$ cat src/hdl/cursor_sequence_store_core_macros.svh
// Assertion macros for the cursor sequence store.
// Included by the top level; needs no other file.
`ifndef CURSOR_SEQUENCE_STORE_CORE_MACROS_SVH
`define CURSOR_SEQUENCE_STORE_CORE_MACROS_SVH

// Same-cycle implication, disabled during reset
`define CSC_ASSERT_IMPL(label, clk, rst_n, ante, cons) \
    label: assert property (@(posedge clk) disable iff (!rst_n) (ante) |-> (cons)) \
        else $error("cursor store assertion failed");

// Next-cycle implication, disabled during reset
`define CSC_ASSERT_NEXT(label, clk, rst_n, ante, cons) \
    label: assert property (@(posedge clk) disable iff (!rst_n) (ante) |=> (cons)) \
        else $error("cursor store assertion failed");

`endif

$ cat src/hdl/csc_pkg.sv
// Shared codes and types for the cursor sequence store.
// No dependencies.
`default_nettype none

package csc_pkg;

    localparam int unsigned CAPACITY_DEF    = 32;
    localparam int unsigned VALUE_WIDTH_DEF = 32;

    // Command codes
    localparam logic [2:0] CMD_START   = 3'd0;
    localparam logic [2:0] CMD_ADVANCE = 3'd1;
    localparam logic [2:0] CMD_INSERT  = 3'd2;
    localparam logic [2:0] CMD_ATTACH  = 3'd3;
    localparam logic [2:0] CMD_REMOVE  = 3'd4;

    // Error codes
    localparam logic [1:0] ERR_OK    = 2'd0;
    localparam logic [1:0] ERR_FULL  = 2'd1;
    localparam logic [1:0] ERR_EMPTY = 2'd2;

    // Broadcast from the controller to every cell
    typedef struct packed {
        logic open_gap;   // cells above pos shift up, cell at pos loads
        logic close_gap;  // cells at or above pos take their right neighbor
    } t_cell_ctl;

endpackage

`default_nettype wire

$ cat src/hdl/csc_cell.sv
// One storage cell of the cursor sequence store chain.
// Depends on csc_pkg for the cell control struct.
`default_nettype none

module csc_cell #(
    parameter int unsigned INDEX       = 0,
    parameter int unsigned POS_W       = 6,
    parameter int unsigned VALUE_WIDTH = 32
) (
    input  wire logic                   i_clk,
    input  wire csc_pkg::t_cell_ctl     i_ctl,
    input  wire logic [POS_W-1:0]       i_pos,
    input  wire logic [VALUE_WIDTH-1:0] i_value,
    input  wire logic [VALUE_WIDTH-1:0] i_left,
    input  wire logic [VALUE_WIDTH-1:0] i_right,
    output logic [VALUE_WIDTH-1:0]      o_q
);

    localparam logic [POS_W-1:0] MY_POS = POS_W'(INDEX);

    logic [VALUE_WIDTH-1:0] r_q;
    logic [VALUE_WIDTH-1:0] n_q;

    // Local shift / load / hold decision
    always_comb begin
        n_q = r_q;
        if (i_ctl.open_gap) begin
            if (MY_POS == i_pos) begin
                n_q = i_value;
            end else if (MY_POS > i_pos) begin
                n_q = i_left;
            end
        end else if (i_ctl.close_gap) begin
            if (MY_POS >= i_pos) begin
                n_q = i_right;
            end
        end
    end

    always_ff @(posedge i_clk) begin
        r_q <= n_q;
    end

    assign o_q = r_q;

endmodule

`default_nettype wire

$ cat src/hdl/csc_ctrl.sv
// Count and cursor controller of the cursor sequence store.
// Depends on csc_pkg for command/error codes and the cell control struct.
`default_nettype none

module csc_ctrl #(
    parameter int unsigned CAPACITY = csc_pkg::CAPACITY_DEF,
    parameter int unsigned CNT_W    = $clog2(CAPACITY + 1)
) (
    input  wire logic               i_clk,
    input  wire logic               i_rst_n,
    input  wire logic               i_fire,
    input  wire logic [2:0]         i_command,
    output csc_pkg::t_cell_ctl      o_ctl,
    output logic [CNT_W-1:0]        o_pos,
    output logic [CNT_W-1:0]        o_count,
    output logic [CNT_W-1:0]        o_cursor,
    output logic [1:0]              o_error
);

    localparam logic [CNT_W-1:0] CAP_C = CNT_W'(CAPACITY);

    logic [CNT_W-1:0]   r_count;
    logic [CNT_W-1:0]   r_cursor;
    logic [CNT_W-1:0]   n_count;
    logic [CNT_W-1:0]   n_cursor;
    logic [CNT_W-1:0]   w_pos;
    logic [1:0]         w_error;
    csc_pkg::t_cell_ctl w_ctl;
    logic               w_full;
    logic               w_has;

    assign w_full = (r_count == CAP_C);
    assign w_has  = (r_cursor < r_count);

    // Command decode
    always_comb begin
        n_count  = r_count;
        n_cursor = r_cursor;
        w_pos    = r_cursor;
        w_error  = csc_pkg::ERR_OK;
        w_ctl    = '0;
        case (i_command)
            csc_pkg::CMD_START: begin
                n_cursor = '0;
            end
            csc_pkg::CMD_ADVANCE: begin
                if (w_has) begin
                    n_cursor = r_cursor + CNT_W'(1);
                end
            end
            csc_pkg::CMD_INSERT: begin
                if (w_full) begin
                    w_error = csc_pkg::ERR_FULL;
                end else begin
                    w_pos          = w_has ? r_cursor : '0;
                    w_ctl.open_gap = 1'b1;
                    n_cursor       = w_pos;
                    n_count        = r_count + CNT_W'(1);
                end
            end
            csc_pkg::CMD_ATTACH: begin
                if (w_full) begin
                    w_error = csc_pkg::ERR_FULL;
                end else begin
                    // after the current item, or at the back
                    w_pos          = w_has ? (r_cursor + CNT_W'(1)) : r_count;
                    w_ctl.open_gap = 1'b1;
                    n_cursor       = w_pos;
                    n_count        = r_count + CNT_W'(1);
                end
            end
            csc_pkg::CMD_REMOVE: begin
                if (!w_has) begin
                    w_error = csc_pkg::ERR_EMPTY;
                end else begin
                    w_ctl.close_gap = 1'b1;
                    n_count         = r_count - CNT_W'(1);
                end
            end
            default: begin
                // unused codes: no operation
            end
        endcase
    end

    always_ff @(posedge i_clk) begin
        if (!i_rst_n) begin
            r_count  <= '0;
            r_cursor <= '0;
        end else if (i_fire) begin
            r_count  <= n_count;
            r_cursor <= n_cursor;
        end
    end

    assign o_ctl    = i_fire ? w_ctl : '0;
    assign o_pos    = w_pos;
    assign o_count  = r_count;
    assign o_cursor = r_cursor;
    assign o_error  = w_error;

endmodule

`default_nettype wire

$ cat src/hdl/cursor_sequence_store_core.sv
// Cursor sequence store: ordered store of up to CAPACITY values with a cursor.
// Input channel: i_in_valid / o_in_ready carry a command and a value. Commands
// are start, advance, insert before, attach after and remove current.
// Output channel: o_out_valid / i_out_ready carry one status per command:
// item count, has-current flag, current value, cursor and error code.
// Order: a command updates the cell chain and cursor at its transfer and sets
// a pending flag; the status is then registered into the output register,
// from which o_out_valid and the status are presented to the receiver.
// Throughput: one command per cycle while the receiver takes each status.
// Every cell decides shift, load or hold from a broadcast of the controller, so
// a whole insert or remove completes at its transfer, before the status read.
// Reset (synchronous, active low) empties the store and clears the cursor;
// cell contents are not cleared, only entries below the count are read.
// When the receiver stalls, one finished status waits in the output register
// and one more command may complete behind it; input then holds off until
// the output register is taken.
// Depends on csc_pkg, csc_ctrl, csc_cell and the macro header.
`default_nettype none
`include "cursor_sequence_store_core_macros.svh"

module cursor_sequence_store_core #(
    parameter int unsigned CAPACITY    = csc_pkg::CAPACITY_DEF,
    parameter int unsigned VALUE_WIDTH = csc_pkg::VALUE_WIDTH_DEF,
    parameter int unsigned CNT_W       = $clog2(CAPACITY + 1)
) (
    input  wire logic                   i_clk,
    input  wire logic                   i_rst_n,
    input  wire logic                   i_in_valid,
    output logic                        o_in_ready,
    input  wire logic [2:0]             i_command,
    input  wire logic [VALUE_WIDTH-1:0] i_value,
    output logic                        o_out_valid,
    input  wire logic                   i_out_ready,
    output logic [CNT_W-1:0]            o_item_total,
    output logic                        o_has_current,
    output logic [VALUE_WIDTH-1:0]      o_current_value,
    output logic [CNT_W-1:0]            o_cursor,
    output logic [1:0]                  o_error
);

    localparam int unsigned IDX_W = $clog2(CAPACITY);

    logic                   w_in_fire;
    logic                   w_load;
    csc_pkg::t_cell_ctl     w_ctl;
    logic [CNT_W-1:0]       w_pos;
    logic [CNT_W-1:0]       w_count;
    logic [CNT_W-1:0]       w_cursor;
    logic [1:0]             w_error;
    logic                   w_has;
    logic [VALUE_WIDTH-1:0] w_cell_q [CAPACITY];
    logic                   w_has_out;
    logic                   w_full_err;

    logic                   r_pend;
    logic [1:0]             r_pend_err;
    logic                   r_out_valid;
    logic [CNT_W-1:0]       r_item_total;
    logic                   r_has_current;
    logic [VALUE_WIDTH-1:0] r_current_value;
    logic [CNT_W-1:0]       r_cursor_out;
    logic [1:0]             r_error;

    // Handshake
    assign w_load     = r_pend & (~r_out_valid | i_out_ready);
    assign o_in_ready = ~r_pend | w_load;
    assign w_in_fire  = i_in_valid & o_in_ready;

    csc_ctrl #(
        .CAPACITY (CAPACITY),
        .CNT_W    (CNT_W)
    ) u_ctrl (
        .i_clk     (i_clk),
        .i_rst_n   (i_rst_n),
        .i_fire    (w_in_fire),
        .i_command (i_command),
        .o_ctl     (w_ctl),
        .o_pos     (w_pos),
        .o_count   (w_count),
        .o_cursor  (w_cursor),
        .o_error   (w_error)
    );

    // Chain of cells, each linked to its neighbors
    for (genvar g = 0; g < CAPACITY; g++) begin : g_cell
        logic [VALUE_WIDTH-1:0] w_left;
        logic [VALUE_WIDTH-1:0] w_right;

        if (g == 0) begin : g_first
            assign w_left = i_value;
        end else begin : g_mid_l
            assign w_left = w_cell_q[g-1];
        end

        if (g == CAPACITY - 1) begin : g_last
            assign w_right = w_cell_q[g];
        end else begin : g_mid_r
            assign w_right = w_cell_q[g+1];
        end

        csc_cell #(
            .INDEX       (g),
            .POS_W       (CNT_W),
            .VALUE_WIDTH (VALUE_WIDTH)
        ) u_cell (
            .i_clk   (i_clk),
            .i_ctl   (w_ctl),
            .i_pos   (w_pos),
            .i_value (i_value),
            .i_left  (w_left),
            .i_right (w_right),
            .o_q     (w_cell_q[g])
        );
    end

    assign w_has = (w_cursor < w_count);

    // Pending status between update and output register
    always_ff @(posedge i_clk) begin
        if (!i_rst_n) begin
            r_pend <= 1'b0;
        end else if (w_in_fire) begin
            r_pend <= 1'b1;
        end else if (w_load) begin
            r_pend <= 1'b0;
        end
    end

    always_ff @(posedge i_clk) begin
        if (w_in_fire) begin
            r_pend_err <= w_error;
        end
    end

    // Output register
    always_ff @(posedge i_clk) begin
        if (!i_rst_n) begin
            r_out_valid <= 1'b0;
        end else if (w_load) begin
            r_out_valid <= 1'b1;
        end else if (i_out_ready) begin
            r_out_valid <= 1'b0;
        end
    end

    always_ff @(posedge i_clk) begin
        if (w_load) begin
            r_item_total    <= w_count;
            r_has_current   <= w_has;
            r_current_value <= w_has ? w_cell_q[w_cursor[IDX_W-1:0]] : '0;
            r_cursor_out    <= w_cursor;
            r_error         <= r_pend_err;
        end
    end

    assign o_out_valid     = r_out_valid;
    assign o_item_total    = r_item_total;
    assign o_has_current   = r_has_current;
    assign o_current_value = r_current_value;
    assign o_cursor        = r_cursor_out;
    assign o_error         = r_error;

    // Terms for the checks
    assign w_has_out  = (o_cursor < o_item_total);
    assign w_full_err = o_out_valid && (o_error == csc_pkg::ERR_FULL);

    // Checks
    `CSC_ASSERT_IMPL(a_cursor_in_range, i_clk, i_rst_n, 1'b1, w_cursor <= w_count)
    `CSC_ASSERT_IMPL(a_count_in_range, i_clk, i_rst_n, 1'b1, w_count <= CNT_W'(CAPACITY))
    `CSC_ASSERT_IMPL(a_has_current, i_clk, i_rst_n, o_out_valid, o_has_current == w_has_out)
    `CSC_ASSERT_IMPL(a_full_err, i_clk, i_rst_n, w_full_err, o_item_total == CNT_W'(CAPACITY))
    `CSC_ASSERT_NEXT(a_load_valid, i_clk, i_rst_n, w_load, o_out_valid)

endmodule

`default_nettype wire
$ cat config.mk
export PLATFORM = sky130hd
export DESIGN_NAME = cursor_sequence_store_core
export DESIGN_NICKNAME = d
export VERILOG_FILES = /design/src/hdl/csc_pkg.sv /design/src/hdl/csc_cell.sv /design/src/hdl/csc_ctrl.sv /design/src/hdl/cursor_sequence_store_core.sv
export VERILOG_INCLUDE_DIRS = /design/src /design/src/hdl
export SDC_FILE = /design/constraint.sdc
export NUM_CORES = 2
export LEC_CHECK = 0
export ABC_CLOCK_PERIOD_IN_PS = 5070
export BUFFER_PORTS_ARGS = -buffer_cell sky130_fd_sc_hd__buf_2
export CORE_UTILIZATION = 55
export CTS_CLUSTER_DIAMETER = 60
export DETAILED_ROUTE_END_ITERATION = 7
export HOLD_SLACK_MARGIN = 0.03
export PLACE_DENSITY = 0.78
export SLEW_MARGIN = 10
export SYNTH_ARGS = -nofsm -noshare
export SYNTH_HDL_FRONTEND = slang
export SYNTH_SLANG_ARGS = --single-unit
$ cat constraint.sdc
create_clock -name i_clk -period 5.07 [get_ports i_clk]
set_input_delay 1.014 -clock i_clk [delete_from_list [all_inputs] [get_ports i_clk]]
set_output_delay 1.014 -clock i_clk [all_outputs]
set_load 0.02 [all_outputs]
## After elaboration in Yosys (flattened, before gate mapping)

Index checks and enable logic that the tools add are counted.

- Register bits: 1087
- Bits of input ports: 39
- Output and inout bits: 49

- Reductions and logical operators: 74
- Bitwise operators: 7
- Eq/ne operators: 70
- Magnitude comparators: 65
- Mux-type cells: 182
- Add/subtract/negate cells: 3

Operator list:

| kind | count |
|---|---|
| $mux W32 | 159 |
| $bmux W32 S5 | 1 |
| $eq A5 B6 Y1 const A | 16 |
| $gt A5 B6 Y1 const A | 16 |
| $reduce_and A3 Y1 | 32 |
| $ge A5 B6 Y1 const A | 15 |
| $ne A3 B1 Y1 const B | 30 |
| $reduce_bool A2 Y1 | 36 |
| $eq A4 B6 Y1 const A | 8 |
| $ge A4 B6 Y1 const A | 8 |
| $gt A4 B6 Y1 const A | 8 |
| $mux W6 | 7 |
| $eq A3 B6 Y1 const A | 4 |
| $ge A3 B6 Y1 const A | 4 |
| $gt A3 B6 Y1 const A | 4 |
| $pmux W6 S2 | 2 |
| $pmux W6 S4 | 1 |
| $add A6 B1 Y6 const B | 2 |
| $eq A2 B6 Y1 const A | 2 |
| $ge A1 B6 Y1 const A | 2 |
| $ge A2 B6 Y1 const A | 2 |
| $gt A1 B6 Y1 const A | 2 |
| $gt A2 B6 Y1 const A | 2 |
| $mux W1 | 9 |
| other kinds (23) | 29 |

## Depth between registers and ports, before layout

- Word-level depth: 8
- Depth in mapped cells: 14

## Cells and area by module

From an unflattened synthesis, not the netlist that was laid out.

- Cells, all modules: 7571
- Area total of the unflattened synthesis: 70611.5 µm²

Modules (own cells, without submodules):

| module | seq. area each (µm²) | times used | cells each | area each (µm²) |
|---|---|---|---|---|
| cursor_sequence_store_core | 1511.4 | 1 | 1136 | 10376.2 |
| csc_cell at g_cell[13].u_cell ... | 960.9 | 2 | 186 | 1814.2 |
| csc_cell at g_cell[1].u_cell | 960.9 | 1 | 219 | 2153.3 |
| csc_cell at g_cell[12].u_cell | 960.9 | 1 | 187 | 1983.2 |
| csc_cell at g_cell[27].u_cell | 960.9 | 1 | 187 | 1950.6 |
| csc_cell at g_cell[18].u_cell | 960.9 | 1 | 218 | 1949.4 |
| csc_cell at g_cell[29].u_cell | 960.9 | 1 | 219 | 1940.6 |
| csc_cell at g_cell[6].u_cell | 960.9 | 1 | 216 | 1940.6 |
| csc_cell at g_cell[28].u_cell | 960.9 | 1 | 219 | 1938.1 |
| csc_cell at g_cell[5].u_cell | 960.9 | 1 | 216 | 1933.1 |
| csc_cell at g_cell[7].u_cell | 960.9 | 1 | 216 | 1929.4 |
| csc_cell at g_cell[14].u_cell | 960.9 | 1 | 214 | 1928.1 |
| csc_cell at g_cell[8].u_cell | 960.9 | 1 | 217 | 1924.3 |
| csc_cell at g_cell[17].u_cell | 960.9 | 1 | 189 | 1825.5 |
| +19 rows | n/a | n/a | n/a | n/a |

## Least setup slack after synthesis

OpenSTA, ideal clock, no wires.

- Path kind: input -> register
- From: input port i_command[0]
- To: register g_cell[0].u_cell.r_q[0] (enable)
- Arrival time: 4.961 ns
- Stages: 11
- Path slack: -0.312 ns
- Library setup time: 0.421 ns
- Cell sequence: clkbuf_1 > nand2_1 > a2111oi_0 > o211ai_1 > o311a_1 > or2_2 > nor2_1 > nand2_1 > inv_1 > nand2_1 > nor2_1

- Cells in the longest elaborated chain, start to end: 6

RTL lines:

| item | line | source |
|---|---|---|
| start, declared | cursor_sequence_store_core.sv:30 | `input wire logic [2:0] i_command,` |
| parallel branches: the longest is 5 deep, another holds $gt A1 B6 Y1 | n/a |  |
| $reduce_and A3 Y1 (no source line) (*) | n/a |  |
| end signal, assigned | csc_cell.sv:41 | `r_q <= n_q;` |
| end, declared | csc_cell.sv:21 | `logic [VALUE_WIDTH-1:0] r_q;` |

Every way passes the cells marked *.
A chain may end at the register's enable or synchronous reset.

## Worst setup path after layout

- From: register u_ctrl.r_count[4] (netlist: u_ctrl.o_count[4])
- To: register g_cell[18].u_cell.r_q[23], data pin

- Cells in the longest elaborated chain, start to end: 7

RTL lines:

| item | line | source |
|---|---|---|
| start, declared | csc_ctrl.sv:22 | `logic [CNT_W-1:0] r_count;` |
| start signal, assigned | csc_ctrl.sv:91 | `r_count <= n_count;` |
| $lt A6 B6 Y1 | csc_ctrl.sv:33 | `assign w_has = (r_cursor < r_count);` |
| $mux W6 (on tied branches) | csc_ctrl.sv:66, csc_ctrl.sv:55 |  |
| $mux W6 (on tied branches) | csc_ctrl.sv:62, csc_ctrl.sv:52 |  |
| $pmux W6 S2 | csc_ctrl.sv:42 | `case (i_command)` |
| $eq A5 B6 Y1 | csc_cell.sv:28 | `if (MY_POS == i_pos) begin` |
| $mux W32 | csc_cell.sv:28 |  |
| $mux W32 (*) | csc_cell.sv:27 | `if (i_ctl.open_gap) begin` |
| via g_cell[18].u_cell.n_q[23] | csc_cell.sv:22 | `logic [VALUE_WIDTH-1:0] n_q;` |
| end signal, assigned | csc_cell.sv:41 |  |
| end, declared | csc_cell.sv:21 |  |

Mark *: on every way through the listed nets, which the timed path passes. The rest lies on a longest branch.

==> metrics <==
gpl congestion=0.968; TritonCTS Buffers=roughly 120; clock latency on the worst-skew pair=~740 ps; HP Class=reg2reg; vias per cell=between 7 and 8; Synth Flop Type=edfxtp_1; syn nets=approximately 5400; Clock Sinks=approximately 1100; Worst Skew=roughly 47 ps; Remaining DRCs=0; vias in the first global route=about 49000; clk root buf=clkbuf_16; largest net degree at the start of global routing=between 200 and 250; Overflow after GRT=0; fmax=217 MHz; Resized Gates After CTS=0; Yosys warnings=0; Distinct cells, synth=67; Die Ht=around 340 um; Post-synth ARST share=0%; GRT Util Overall=about 37%; Synth top cells by count=1073 x edfxtp_1, 1026 x nand2_1, 837 x o211ai_1; Yosys top cell by area=edfxtp_1; vias=51100; Hold WS=455 ps; total of max-cap violations=0; leakage power=approximately 0.022 uW; Die ar.=roughly 110000 um2; detailed-route wire length=around 210000 um; delay-heaviest family, CP=simple AND/OR/NAND/NOR gates; clock transition at the registers of the reported paths=roughly 60 ps; synthesis-to-layout area growth=10.5%; top-count cell post-synth=edfxtp_1; Post-Synthesis Cells=~5400; H-tree depth=3; Routed wire per std cell=about 32 um; Fin. Hold Viols=0; WP data arrival=5050 ps; total power=between 20000 and 25000 uW; Slew Viols, Final=0; Synth Register Bits=approximately 1100; most frequent CP cell=buf_4; Die Width=around 340 um; global-route wire length before repair=roughly 320000 um; crit-path cells=inv_1 > ha_1 > nand4_1 > o21ai_4 > buf_4 > mux2_4 > nor3_4 > nand3_4 > buf_4 > nand3_1 > o211ai_1; CP max stage delay=610 ps; Cell Rows=~120; antenna viol nets, final=0; Final nets=5254; Synth Cell Area=between 60000 and 70000 um2; Initial Util=55.5%; fin crit share=90.8%; post-CTS setup buffer count=0; maximum vdd drop=0.000311 V; First-pass DRT Iterations=8; Critical Path Fanout Max=41; PwrDens=between 300 and 400 nW/um2; DR iter-0 viols=~9300; # IOs=88; CP bufs+invs=3; RSZ-0062 raised after global routing=no; fillers=between 8000 and 9000; Post-synth EDFFs=1073; status=finished, final reports clean; Relative slew margins=10.3%; HPWL after detailed placement=roughly 130000 um; core area=roughly 110000 um2; post-synthesis sequential area ratio=around 52%; # hold bufs at CTS=0; CP Data Required Time=5510 ps; area share of the largest cell type after synthesis=51.6%; # setup viols final=0; CTS Buffer Depth=3; layout cells sized above 1=roughly a fifth; worst setup path category=reg2reg; antenna violations before repair=7; worst slew pin tran=1340 ps; synthesized area per cell=about 12 um2; Worst Setup Start Kind=flop; IO Port Bufs=slightly below 90; synth top area cells=edfxtp_1 52%, mux4_2 12%, o211ai_1 10%, nand2_1 6.2%, nand3_1 5.9%; CP endpoint kind=flop; CTS tree=built; Critical Path Slowest Stage Cell=nor3_4; fin crit period=4600 ps
worst paths after layout:
path / startpoint / endpoint / slack [ps] / cells past startpoint
worst max-delay path: u_ctrl.o_count[4] / g_cell[18].u_cell.o_q[23] / 470 / 11
worst min-delay path: r_pend_err[1] / o_error[1] / 460 / 0
worst max register to register: u_ctrl.o_count[4] / g_cell[18].u_cell.o_q[23] / 470 / 11
worst min register to register: r_pend_err[1] / o_error[1] / 460 / 0
placed cells by master, fill, tap and decap left out, types with 87 or more instances in the layout:
cell type,instances
buf_2,87
buf_4,159
clkbuf_16,119
edfxtp_1,1073
mux2i_1,103
mux4_2,320
nand2_1,1025
nand3_1,729
nand3_2,114
nor2_1,115
o211ai_1,837
o211ai_2,128
metal layers:
layer | vias up | GRT usage [%] | part of all wire, %
li1 | 20700 | - | -
met1 | 24600 | 49.6 | 34
met2 | 4836 | 52.6 | 42
met3 | 955 | 12.2 | 18
met4 | 0 | 19.1 | 6.5
met5 | - | 0 | 0
flip-flops by register name, summed over array words and instances (netlist names):
register,count
o_error,2
o_item_total,6
r_pend_err,2
u_ctrl.o_cursor,6
o_cursor,6
o_current_value,32
r_pend,1
g_cell.u_cell.o_q,1024
o_has_current,1
u_ctrl.o_count,6
o_out_valid,1
final cells by class:
cell class | instances | area (um2) | area share (%)
sequential | 1087 | 32500 | 47.1
multi-input combinational | 3671 | 27900 | 40.4
clock buffer | 133 | 3040 | 4.40
timing repair buffer | 308 | 2870 | 4.16
tap | 1500 | 1880 | 2.72
clock inverter | 83 | 764 | 1.11
inverter | 19 | 76.3 | 0.111
antenna | 5 | 12.5 | 0.0181
worst register-to-register path, stage by stage, from the launching register on:
cell,delay (ps)
dfxtp_1,480
inv_1,80
ha_1,330
nand4_1,310
o21ai_4,250
buf_4,520
mux2_4,440
nor3_4,610
nand3_4,600
buf_4,430
nand3_1,140
o211ai_1,120
kinds of logic after synthesis:
logic type / Yosys count / share of synthesized area, %
muxes: 458 / 13.8
AOI/OAI and AO/OA: 1129 / 14.2
and+or+nand+nor: 2067 / 15.5
xor gates and xnor gates: 6 / 0.0841
DFF: 1087 / 52.0
adders and majority gates: 11 / 0.232
buffers and inverters: 622 / 4.13
through the flow:
stage	setup TNS, ps	std cells	utilization (%)	setup WS [ps]	cell area [um2]
2_1_floorplan	-29940	5380	-	-312	62500
3_3_place_gp	0	6585	58.0	709	65200
3_5_place_dp	0	6585	58.0	586	65200
4_1_cts	0	6801	61.4	638	69000
5_1_grt	0	6801	61.4	442	69000
6_report	0	6806	61.4	468	69000
report_power, final:
group / switching (uW) / leakage (uW) / internal, uW / total [uW]
Combinational: 1780 / 0.0104 / 977 / 2760
Sequential: 326 / 0.0100 / 10500 / 10800
Clock: 3850 / 0.00186 / 4830 / 8680
Note: power is estimated with default switching activity, not from simulation.
